### config.mk
export PLATFORM = sky130hd
export DESIGN_NAME = scalar_kalman_filter_unit
export DESIGN_NICKNAME = d
export VERILOG_FILES = /design/src/sv/skf_pkg.sv /design/src/sv/skf_mul.sv /design/src/sv/skf_div.sv /design/src/sv/scalar_kalman_filter_unit.sv
export SDC_FILE = /design/constraint.sdc
export NUM_CORES = 2
export LEC_CHECK = 0
export ABC_AREA = 1
export BUFFER_PORTS_ARGS = -buffer_cell sky130_fd_sc_hd__buf_2
export CAP_MARGIN = 25
export CORE_MARGIN = 4
export CORE_UTILIZATION = 42
export DETAILED_ROUTE_END_ITERATION = 8
export SLEW_MARGIN = 20
export SYNTH_ARGS = -nofsm -noshare
export SYNTH_HDL_FRONTEND = slang
export SYNTH_SLANG_ARGS = --single-unit
### constraint.sdc
create_clock -name clk_i -period 11.05 [get_ports clk_i]
set_input_delay 1.105 -clock clk_i [delete_from_list [all_inputs] [get_ports clk_i]]
set_output_delay 1.105 -clock clk_i [all_outputs]
set_load 0.03 [all_outputs]
### src/sv/skf_pkg.sv
// shared constants, types and saturation helpers for the scalar kalman filter
package skf_pkg;

  localparam int DW = 32;          // data word width
  localparam int FB = 24;          // fraction bits
  localparam int MW = DW + 2;      // multiplier operand width
  localparam int PW = 2 * MW;      // full product width
  localparam int RW = PW - FB;     // rounded product width
  localparam int KW = FB + 1;      // gain width, 0 .. 1.0
  localparam int CW = 3;           // config index width
  localparam int NW = DW + FB;     // divider dividend width
  localparam int QCW = $clog2(KW + 1);

  localparam logic [KW-1:0] ONE = {1'b1, {FB{1'b0}}};
  localparam logic signed [PW-1:0] HALF = {{(PW-FB){1'b0}}, 1'b1, {(FB-1){1'b0}}};

  localparam logic signed [RW:0] SMAX_W = {{(RW-DW+2){1'b0}}, {(DW-1){1'b1}}};
  localparam logic signed [RW:0] SMIN_W = {{(RW-DW+2){1'b1}}, {(DW-1){1'b0}}};

  // reset values of the config registers
  localparam logic signed [DW-1:0] COEF_RST  = DW'(ONE);
  localparam logic [DW-2:0]        QN_RST    = (DW-1)'(168);
  localparam logic [DW-2:0]        RN_RST    = (DW-1)'(167772);
  localparam logic signed [DW-1:0] IEST_RST  = '0;
  localparam logic [DW-2:0]        IVAR_RST  = (DW-1)'(ONE);

  typedef enum logic [CW-1:0] {
    CFG_STATE_COEF    = 3'd0,
    CFG_PROCESS_NOISE = 3'd1,
    CFG_MEASURE_NOISE = 3'd2,
    CFG_INIT_ESTIMATE = 3'd3,
    CFG_INIT_VARIANCE = 3'd4
  } skf_cfg_e;

  typedef struct packed {
    logic busy;
    logic done;
  } skf_div_st_t;

  function automatic logic signed [DW-1:0] sat_s(input logic signed [RW:0] v);
    logic signed [DW-1:0] r;
    if (v > SMAX_W) begin
      r = SMAX_W[DW-1:0];
    end else if (v < SMIN_W) begin
      r = SMIN_W[DW-1:0];
    end else begin
      r = v[DW-1:0];
    end
    return r;
  endfunction

  function automatic logic [DW-2:0] sat_u(input logic signed [RW:0] v);
    logic [DW-2:0] r;
    if (v > SMAX_W) begin
      r = '1;
    end else if (v < 0) begin
      r = '0;
    end else begin
      r = v[DW-2:0];
    end
    return r;
  endfunction

endpackage

### src/sv/skf_mul.sv
// shared signed multiplier with registered product and round-to-nearest output
module skf_mul import skf_pkg::*; (
  input  logic                 clk_i,
  input  logic                 en_i,
  input  logic signed [MW-1:0] a_i,
  input  logic signed [MW-1:0] b_i,
  output logic signed [RW-1:0] rnd_o
);

  logic signed [PW-1:0] prod_q;
  logic signed [PW-1:0] sum;

  always_ff @(posedge clk_i) begin
    if (en_i) begin
      prod_q <= a_i * b_i;
    end
  end

  // ties go toward plus infinity, slicing gives the floor
  assign sum   = prod_q + HALF;
  assign rnd_o = sum[PW-1:FB];

endmodule

### src/sv/skf_div.sv
// restoring serial divider, one quotient bit per cycle
module skf_div import skf_pkg::*; (
  input  logic              clk_i,
  input  logic              rst_ni,
  input  logic              start_i,
  input  logic [NW-1:0]     dvd_i,
  input  logic [DW-1:0]     dsr_i,
  output logic [KW-1:0]     quo_o,
  output skf_div_st_t       st_o
);

  logic [DW-1:0]  rem_q, rem_d;
  logic [KW-1:0]  dvd_q, dvd_d;
  logic [KW-1:0]  quo_q, quo_d;
  logic [DW-1:0]  dsr_q;
  logic [QCW-1:0] cnt_q, cnt_d;
  logic           busy_q, busy_d;
  logic           done_q, done_d;
  logic [DW:0]    trial;
  logic           fit;

  assign trial = {rem_q, dvd_q[KW-1]};
  assign fit   = trial >= {1'b0, dsr_q};

  always_comb begin
    rem_d  = rem_q;
    dvd_d  = dvd_q;
    quo_d  = quo_q;
    cnt_d  = cnt_q;
    busy_d = busy_q;
    done_d = 1'b0;
    if (start_i) begin
      // quotient fits in KW bits, so the upper dividend bits stay below the divisor
      rem_d  = DW'(dvd_i[NW-1:KW]);
      dvd_d  = dvd_i[KW-1:0];
      quo_d  = '0;
      cnt_d  = QCW'(KW);
      busy_d = 1'b1;
    end else if (busy_q) begin
      rem_d = fit ? DW'(trial - {1'b0, dsr_q}) : trial[DW-1:0];
      dvd_d = {dvd_q[KW-2:0], 1'b0};
      quo_d = {quo_q[KW-2:0], fit};
      cnt_d = cnt_q - QCW'(1);
      if (cnt_q == QCW'(1)) begin
        busy_d = 1'b0;
        done_d = 1'b1;
      end
    end
  end

  always_ff @(posedge clk_i or negedge rst_ni) begin
    if (!rst_ni) begin
      cnt_q  <= '0;
      busy_q <= 1'b0;
      done_q <= 1'b0;
    end else begin
      cnt_q  <= cnt_d;
      busy_q <= busy_d;
      done_q <= done_d;
    end
  end

  always_ff @(posedge clk_i) begin
    rem_q <= rem_d;
    dvd_q <= dvd_d;
    quo_q <= quo_d;
    if (start_i) begin
      dsr_q <= dsr_i;
    end
  end

  assign quo_o     = quo_q;
  assign st_o.busy = busy_q;
  assign st_o.done = done_q;

endmodule

### src/sv/scalar_kalman_filter_unit.sv
// scalar kalman filter top level: config registers, sequencer and datapath
// per beat: A*x, A*P, t*A plus Q as P-, the 25-step serial gain divider, K times the
// innovation and (1 - K)*P-, then the output register; a new beat is taken only when idle
//   (a zero gain denominator skips the divider)
// the shared multiplier is used five times per beat, one product per cycle
// reset: async active low, config registers to defaults, estimate 0, variance 1.0
module scalar_kalman_filter_unit import skf_pkg::*; (
  input  logic          clk_i,
  input  logic          rst_ni,
  // config write port
  input  logic          cfg_we_i,
  input  logic [CW-1:0] cfg_idx_i,
  input  logic [DW-1:0] cfg_wdata_i,
  // input stream
  input  logic          s_axis_tvalid,
  output logic          s_axis_tready,
  input  logic [31:0]   s_axis_tdata,   // [31:0] measurement
  input  logic [0:0]    s_axis_tuser,   // [0] restart
  // output stream
  output logic          m_axis_tvalid,
  input  logic          m_axis_tready,
  output logic [87:0]   m_axis_tdata    // [24:0] gain, [56:25] estimate, [87:57] variance
);

  typedef enum logic [11:0] {
    ST_IDLE = 12'b0000_0000_0001,
    ST_AX   = 12'b0000_0000_0010,
    ST_AP   = 12'b0000_0000_0100,
    ST_T    = 12'b0000_0000_1000,
    ST_TA   = 12'b0000_0001_0000,
    ST_PM   = 12'b0000_0010_0000,
    ST_DIV  = 12'b0000_0100_0000,
    ST_DIVW = 12'b0000_1000_0000,
    ST_KD   = 12'b0001_0000_0000,
    ST_NP   = 12'b0010_0000_0000,
    ST_VP   = 12'b0100_0000_0000,
    ST_DONE = 12'b1000_0000_0000
  } skf_state_e;

  skf_state_e state_q, state_d;

  // config registers
  logic signed [DW-1:0] coef_q;
  logic [DW-2:0]        qn_q;
  logic [DW-2:0]        rn_q;
  logic signed [DW-1:0] iest_q;
  logic [DW-2:0]        ivar_q;

  // filter state
  logic signed [DW-1:0] x_q;
  logic [DW-2:0]        p_q;

  // per-beat working registers
  logic signed [DW-1:0] z_q;
  logic signed [DW-1:0] xm_q;
  logic signed [DW-1:0] t_q;
  logic signed [DW:0]   diff_q;
  logic [DW-2:0]        pm_q;
  logic [KW-1:0]        k_q;
  logic signed [DW-1:0] xn_q;
  logic [DW-2:0]        pn_q;

  // output register
  logic                 ovld_q;
  logic [87:0]          odata_q;

  // shared multiplier
  logic                 mul_en;
  logic signed [MW-1:0] mul_a, mul_b;
  logic signed [RW-1:0] mul_rnd;

  // divider
  logic                 div_start;
  logic [DW-1:0]        den;
  logic [NW-1:0]        dvd;
  logic [KW-1:0]        quo;
  skf_div_st_t          div_st;

  logic                 in_acc;
  logic                 out_load;
  logic [KW-1:0]        one_mk;

  assign in_acc   = s_axis_tvalid && s_axis_tready;
  assign out_load = (state_q == ST_DONE) && (!ovld_q || m_axis_tready);
  assign one_mk   = ONE - k_q;

  // gain denominator and rounded dividend, pm*2^F + floor(den/2)
  assign den = DW'(pm_q) + DW'(rn_q);
  assign dvd = {pm_q, {FB{1'b0}}} + NW'(den[DW-1:1]);

  skf_mul u_mul (
    .clk_i (clk_i),
    .en_i  (mul_en),
    .a_i   (mul_a),
    .b_i   (mul_b),
    .rnd_o (mul_rnd)
  );

  skf_div u_div (
    .clk_i   (clk_i),
    .rst_ni  (rst_ni),
    .start_i (div_start),
    .dvd_i   (dvd),
    .dsr_i   (den),
    .quo_o   (quo),
    .st_o    (div_st)
  );

  // config writes, index beyond the list is ignored
  always_ff @(posedge clk_i or negedge rst_ni) begin
    if (!rst_ni) begin
      coef_q <= COEF_RST;
      qn_q   <= QN_RST;
      rn_q   <= RN_RST;
      iest_q <= IEST_RST;
      ivar_q <= IVAR_RST;
    end else if (cfg_we_i) begin
      unique case (cfg_idx_i)
        CFG_STATE_COEF:    coef_q <= cfg_wdata_i;
        CFG_PROCESS_NOISE: qn_q   <= cfg_wdata_i[DW-2:0];
        CFG_MEASURE_NOISE: rn_q   <= cfg_wdata_i[DW-2:0];
        CFG_INIT_ESTIMATE: iest_q <= cfg_wdata_i;
        CFG_INIT_VARIANCE: ivar_q <= cfg_wdata_i[DW-2:0];
        default: ;
      endcase
    end
  end

  // sequencer: operand select for the shared multiplier and next state
  always_comb begin
    state_d   = state_q;
    mul_en    = 1'b0;
    mul_a     = '0;
    mul_b     = '0;
    div_start = 1'b0;
    unique case (state_q)
      ST_IDLE: begin
        if (in_acc) state_d = ST_AX;
      end
      ST_AX: begin
        // predicted estimate A*x
        mul_en  = 1'b1;
        mul_a   = MW'(coef_q);
        mul_b   = MW'(x_q);
        state_d = ST_AP;
      end
      ST_AP: begin
        // first half of predicted variance, A*P
        mul_en  = 1'b1;
        mul_a   = MW'(coef_q);
        mul_b   = $signed(MW'(p_q));
        state_d = ST_T;
      end
      ST_T: begin
        state_d = ST_TA;
      end
      ST_TA: begin
        // second half, t*A
        mul_en  = 1'b1;
        mul_a   = MW'(t_q);
        mul_b   = MW'(coef_q);
        state_d = ST_PM;
      end
      ST_PM: begin
        state_d = ST_DIV;
      end
      ST_DIV: begin
        // zero denominator gives zero gain without dividing
        if (den == '0) begin
          state_d = ST_KD;
        end else begin
          div_start = 1'b1;
          state_d   = ST_DIVW;
        end
      end
      ST_DIVW: begin
        if (div_st.done) state_d = ST_KD;
      end
      ST_KD: begin
        // innovation scaled by the gain
        mul_en  = 1'b1;
        mul_a   = $signed(MW'(k_q));
        mul_b   = MW'(diff_q);
        state_d = ST_NP;
      end
      ST_NP: begin
        // variance shrink (1 - K)*P-
        mul_en  = 1'b1;
        mul_a   = $signed(MW'(one_mk));
        mul_b   = $signed(MW'(pm_q));
        state_d = ST_VP;
      end
      ST_VP: begin
        state_d = ST_DONE;
      end
      ST_DONE: begin
        // hold here while the previous result still waits downstream
        if (out_load) state_d = ST_IDLE;
      end
      default: state_d = ST_IDLE;
    endcase
  end

  always_ff @(posedge clk_i or negedge rst_ni) begin
    if (!rst_ni) begin
      state_q <= ST_IDLE;
      ovld_q  <= 1'b0;
      x_q     <= IEST_RST;
      p_q     <= IVAR_RST;
    end else begin
      state_q <= state_d;
      if (out_load) begin
        ovld_q <= 1'b1;
      end else if (m_axis_tready) begin
        ovld_q <= 1'b0;
      end
      if (in_acc && s_axis_tuser[0]) begin
        // restart reloads the state before this beat is worked on
        x_q <= iest_q;
        p_q <= ivar_q;
      end else if (out_load) begin
        x_q <= xn_q;
        p_q <= pn_q;
      end
    end
  end

  // datapath registers, written in the sequencer steps that produce them
  always_ff @(posedge clk_i) begin
    if (in_acc) z_q <= s_axis_tdata[DW-1:0];
    if (state_q == ST_AP) xm_q <= sat_s((RW+1)'(mul_rnd));
    if (state_q == ST_T) begin
      t_q    <= sat_s((RW+1)'(mul_rnd));
      diff_q <= (DW+1)'(z_q) - (DW+1)'(xm_q);
    end
    if (state_q == ST_PM) pm_q <= sat_u((RW+1)'(mul_rnd) + $signed((RW+1)'(qn_q)));
    if (state_q == ST_DIV && den == '0) k_q <= '0;
    if (state_q == ST_DIVW && div_st.done) k_q <= (quo > ONE) ? ONE : quo;
    if (state_q == ST_NP) xn_q <= sat_s((RW+1)'(xm_q) + (RW+1)'(mul_rnd));
    if (state_q == ST_VP) pn_q <= sat_u((RW+1)'(mul_rnd));
    if (out_load) odata_q <= {pn_q, xn_q, k_q};
  end

  assign s_axis_tready = (state_q == ST_IDLE);
  assign m_axis_tvalid = ovld_q;
  assign m_axis_tdata  = odata_q;

  // gain never exceeds 1.0 on an output beat
  a_gain_range: assert property (@(posedge clk_i) disable iff (!rst_ni)
    m_axis_tvalid |-> (m_axis_tdata[KW-1:0] <= ONE))
    else $error("gain above 1.0");

  // corrected variance never exceeds the predicted variance
  a_var_shrink: assert property (@(posedge clk_i) disable iff (!rst_ni)
    (state_q == ST_DONE) |-> (pn_q <= pm_q))
    else $error("variance grew at correction");

  // divider only runs while the sequencer waits on it
  a_div_owner: assert property (@(posedge clk_i) disable iff (!rst_ni)
    div_st.busy |-> (state_q == ST_DIVW))
    else $error("divider busy outside its wait step");

  // a new beat is only taken after the divider has finished
  a_no_accept_busy: assert property (@(posedge clk_i) disable iff (!rst_ni)
    in_acc |=> (state_q == ST_AX && !div_st.busy))
    else $error("accept while busy");

endmodule
==> results.txt <==
The run finished with clean final reports. The minimum period implied by the final worst setup slack was 10.49 ns. The worst setup slack before clock tree synthesis was 0.698 ns; the worst slew margin relative to its limit was 28.2%. The insertion delay to the later sink of the worst-skew pair is 0.73 ns, and the initial DRC count is 8247.

The logs give 44.9 nW for the leakage power summed over all cells and 6 for the count of TritonRoute iterations in the first routing pass. The total overflow left after global routing is 0. The net switching component of the power is 6.42 mW, and the setup total negative slack is 0 ns.

The count of buffers added on input and output ports is 162. Registers are responsible for 29.2% of the overall power. The cell that appears most often on the critical path is sky130_fd_sc_hd__inv_1.

The commonest cells after synthesis are sky130_fd_sc_hd__inv_1 (2158), sky130_fd_sc_hd__nand2_1 (2157), sky130_fd_sc_hd__fa_1 (1199). For the worst setup path, the data required time is 11.51 ns. Of the cells placed in the final design, the portion with a size suffix greater than 1 is 7.67%.

For this block, the via count after detailed routing is 70629. Peak per-stage delay on the critical path: 0.56 ns. The leading area contributor after synthesis is sky130_fd_sc_hd__fa_1. The slowest stage of the critical path is the sky130_fd_sc_hd__fa_1 cell. The count of nets left with antenna violations after detail routing was 0. The combined global-route utilization of all metal layers is 32.3%, and the die footprint is 205000 µm².

The number of nets in the layout is 11846, and the TritonCTS buffer count is 80. The width of the die was 453 µm. After synthesis, the largest area contributor takes up 28.9% of total cell area. The critical path in this run is classified as register to register. TritonCTS built the clock tree. The area growth from synthesis to layout was 9.66%; the net count after synthesis was 11630.

The tools report the cell-internal power as 6.99 mW. The tools report the number of buffers added to fix hold violations after cts as 0. The endpoint identified for the worst register-to-register timing path is u_mul.prod_q[56]$_DFFE_PP_.

Across the VDD grid, the largest voltage drop is 125 µV. The H-tree generated during clock tree synthesis spans 3 levels. Synthesis inferred 735 register bits.

The clock-pin transition on the worst setup and hold timing paths is 0.07 ns, and the net switching share of the total power is 47.9%. Number of warnings issued by yosys: 0. For the final RePlAce weighted congestion, the log shows 0.998. The clock network fraction of design power is 21.1%, and the max-cap violation count is 0.

In this run, distinct cell masters in the synthesized netlist total 71. The final cycle utilization of the critical path works out to 95.0%. The logs give 271 mm for the HPWL after detailed placement and 333 mm for the aggregate routed wire length. Entering global routing, the biggest net connects 168 pins. The worst hold path belongs to the class input pin to async pin. The run gives 24.8% as the sequential area share after synthesis.

After detailed routing, the number of remaining DRC violations is 0. Data arrives at the worst endpoint at 10.95 ns. The average cell area after synthesis is 8.32 µm², and the average detailed-routed wire length per instance is 25.8 µm. The number of instances in the synthesized netlist was 9980; the maximum count of clock buffers along a single path was 3. STA classifies the critical path endpoint as a register. The die is 453 µm tall. The number of failing hold endpoints at the final stage came out at 0. The logs give 735 for the TritonCTS sink count and 12896 for the number of cells in the finished layout apart from fillers. The wire length of the first global-routing pass was 482 mm.

The launch point of the worst reg-to-reg path was k_q[1]$_SDFFCE_PN0P_. In the routed layout, each cell is associated on average with a via count of 5.48. In the synthesized netlist the async set-or-reset flop fraction comes to 32.7%. Number of failing setup endpoints in the final timing report: 0. Setup repair after global routing left no endpoint under its margin.

Between clock sinks in the finished design, the worst skew comes to 0.0511 ns. The cell area power density works out to 147 nW/µm². The total area inside the core boundary comes to 196000 µm². Post-cts gate resize count: 0. The final critical-path setup slack is 0.556 ns.

The worst reg-to-reg path cell count works out to 42. Hold timing on the final database bottoms out at a slack of 0.393 ns. The via count of the first global-routing pass is 69967.

Cell with the most instances after synthesis: sky130_fd_sc_hd__inv_1. The synthesized area is 83100 µm². The root buffer cell chosen for the clock tree is sky130_fd_sc_hd__clkbuf_16. Combinational logic burns 49.7% of the power. In this run, synthesis inferred 469 flip-flops with an integrated enable. The floorplan has 162 rows.

The highest fanout seen on the critical path works out to 22. The initial antenna violation count was 23; the total placed cells including tap cells was 12734. The slew at the pin closest to its max-slew limit came out at 1.08 ns. The critical path startpoint category was a register. The number of top-level pins was 163; the slack of the worst reg-to-reg path was 0.56 ns.

In the synthesized netlist the dominant register cell turns out to be sky130_fd_sc_hd__edfxtp_1. Ranked by total cell area, the synthesized netlist is headed by sky130_fd_sc_hd__fa_1 (29%), sky130_fd_sc_hd__edfxtp_1 (17%), sky130_fd_sc_hd__inv_1 (9.8%). The max-slew violation total from the final report was 0. Static timing analysis puts the maximum clock frequency at 0.0953 GHz. In this run the post-CTS setup repair buffer count came out at 0. The initial utilization of the core area, before any placement, comes to 42.4%.
==> layout make-up <==
type / instances / area [µm²]
diodes: 8 / 20.0
clock inverters: 46 / 510
clock buffers: 104 / 2190
well taps: 2624 / 3280
repair buffers: 437 / 3110
multi-input cells: 6753 / 53100
fillers: 19512 / 105000
inverters: 2189 / 8220
flip-flops and latches: 735 / 20600
==> registers in the layout (all words and copies together), names as in the netlist, 5 cells and up <==
signal	cells
iest_q	32
xm_q	32
state_q	12
diff_q	33
rn_q	31
x_q	32
pn_q	31
p_q	31
k_q	25
u_div.dsr_q	32
pm_q	31
t_q	32
coef_q	32
z_q	32
u_div.cnt_q	5
m_axis_tdata	88
u_div.quo_o	25
u_mul.prod_q	45
u_div.rem_q	32
ivar_q	31
xn_q	32
u_div.dvd_q	25
qn_q	31
==> logic make-up (layout without fill, tap and decap cells) <==
logic type / Yosys count / count (layout) / share of synthesized area [%]
buf+inv: 2492 / 2776 / 11.5
compound gates: 1183 / 1183 / 8.11
other cells: 0 / 8 / 0
flops: 735 / 735 / 24.8
simple gates: 3757 / 3757 / 18.5
xor+xnor: 236 / 236 / 2.50
fa+ha+maj: 1577 / 1577 / 34.6
==> per-layer routing <==
| metal | global-route usage (%) | routed length [µm] | up-vias |
|---|---|---|---|
| li1 | - | - | 31053 |
| met1 | 46.8 | 142000 | 35404 |
| met2 | 47.9 | 142000 | 3537 |
| met3 | 6.23 | 32600 | 617 |
| met4 | 12.7 | 15700 | 18 |
| met5 | 0 | 111 | - |
==> stage by stage <==
step | util [%] | total power, mW | cell area (µm²)
after global routing | 46.5 | 14.1 | 91100
after floorplan | - | 7.65 | 83100
after detailed placement | 45.1 | 10.4 | 88300
final | 46.5 | 13.4 | 91100
after CTS | 46.5 | 13.3 | 91000
after global placement | 45.1 | 10.4 | 88300
==> power by group through the flow <==
stage	Combinational [mW]	Sequential (mW)	Clock, mW
2_1_floorplan	3.89	3.75	0
3_3_place_gp	6.46	3.95	0
3_5_place_dp	6.50	3.95	0
4_1_cts	6.53	3.90	2.85
5_1_grt	7.18	3.93	2.97
6_report	6.67	3.91	2.82
==> placed cells by master (no fill, tap or decap), types with 24 or more instances in the layout <==
| master | n |
|---|---|
| sky130_fd_sc_hd__inv_2 | 25 |
| sky130_fd_sc_hd__o211ai_1 | 24 |
| sky130_fd_sc_hd__nor3_1 | 65 |
| sky130_fd_sc_hd__buf_4 | 258 |
| sky130_fd_sc_hd__nand4_1 | 57 |
| sky130_fd_sc_hd__nand2_1 | 2150 |
| sky130_fd_sc_hd__xor2_1 | 142 |
| sky130_fd_sc_hd__fa_1 | 1199 |
| sky130_fd_sc_hd__edfxtp_1 | 469 |
| sky130_fd_sc_hd__nor2_1 | 995 |
| sky130_fd_sc_hd__a31oi_1 | 47 |
| sky130_fd_sc_hd__inv_1 | 2153 |
| sky130_fd_sc_hd__nor4_1 | 30 |
| sky130_fd_sc_hd__nor2_2 | 45 |
| sky130_fd_sc_hd__a21oi_1 | 412 |
| sky130_fd_sc_hd__nand2_2 | 58 |
| sky130_fd_sc_hd__dfrtp_1 | 223 |
| sky130_fd_sc_hd__a22oi_1 | 67 |
| sky130_fd_sc_hd__buf_2 | 161 |
| sky130_fd_sc_hd__nand3_1 | 273 |
| sky130_fd_sc_hd__clkbuf_16 | 83 |
| sky130_fd_sc_hd__xnor2_1 | 93 |
| sky130_fd_sc_hd__o21a_1 | 24 |
| sky130_fd_sc_hd__o21bai_1 | 29 |
| sky130_fd_sc_hd__o21ai_0 | 455 |
| sky130_fd_sc_hd__ha_1 | 378 |
| sky130_fd_sc_hd__dfxtp_1 | 26 |
==> critical path: cells and delay by family, from the launching register on <==
| family | cells | cell delay (ns) |
|---|---|---|
| compound gates | 7 | 1.95 |
| xor+xnor | 1 | 0.16 |
| flops | 1 | 0.47 |
| fa+ha+maj | 10 | 4.68 |
| buf+inv | 10 | 1.04 |
| simple gates | 14 | 1.90 |
==> worst max path at each step <==
stage                                       endpoint  depth (start not counted)              startpoint
after floorplan           u_mul.prod_q[67]$_DFFE_PP_                         34  state_q[0]$_DFFE_PN1P_
after global placement    u_mul.prod_q[36]$_DFFE_PP_                         43    k_q[0]$_SDFFCE_PN0P_
after detailed placement  u_mul.prod_q[56]$_DFFE_PP_                         42    k_q[1]$_SDFFCE_PN0P_
after CTS                 u_mul.prod_q[56]$_DFFE_PP_                         42    k_q[1]$_SDFFCE_PN0P_
after global routing      u_mul.prod_q[36]$_DFFE_PP_                         41    k_q[1]$_SDFFCE_PN0P_
final                     u_mul.prod_q[56]$_DFFE_PP_                         42    k_q[1]$_SDFFCE_PN0P_
Power figures use the tool's default switching activity.
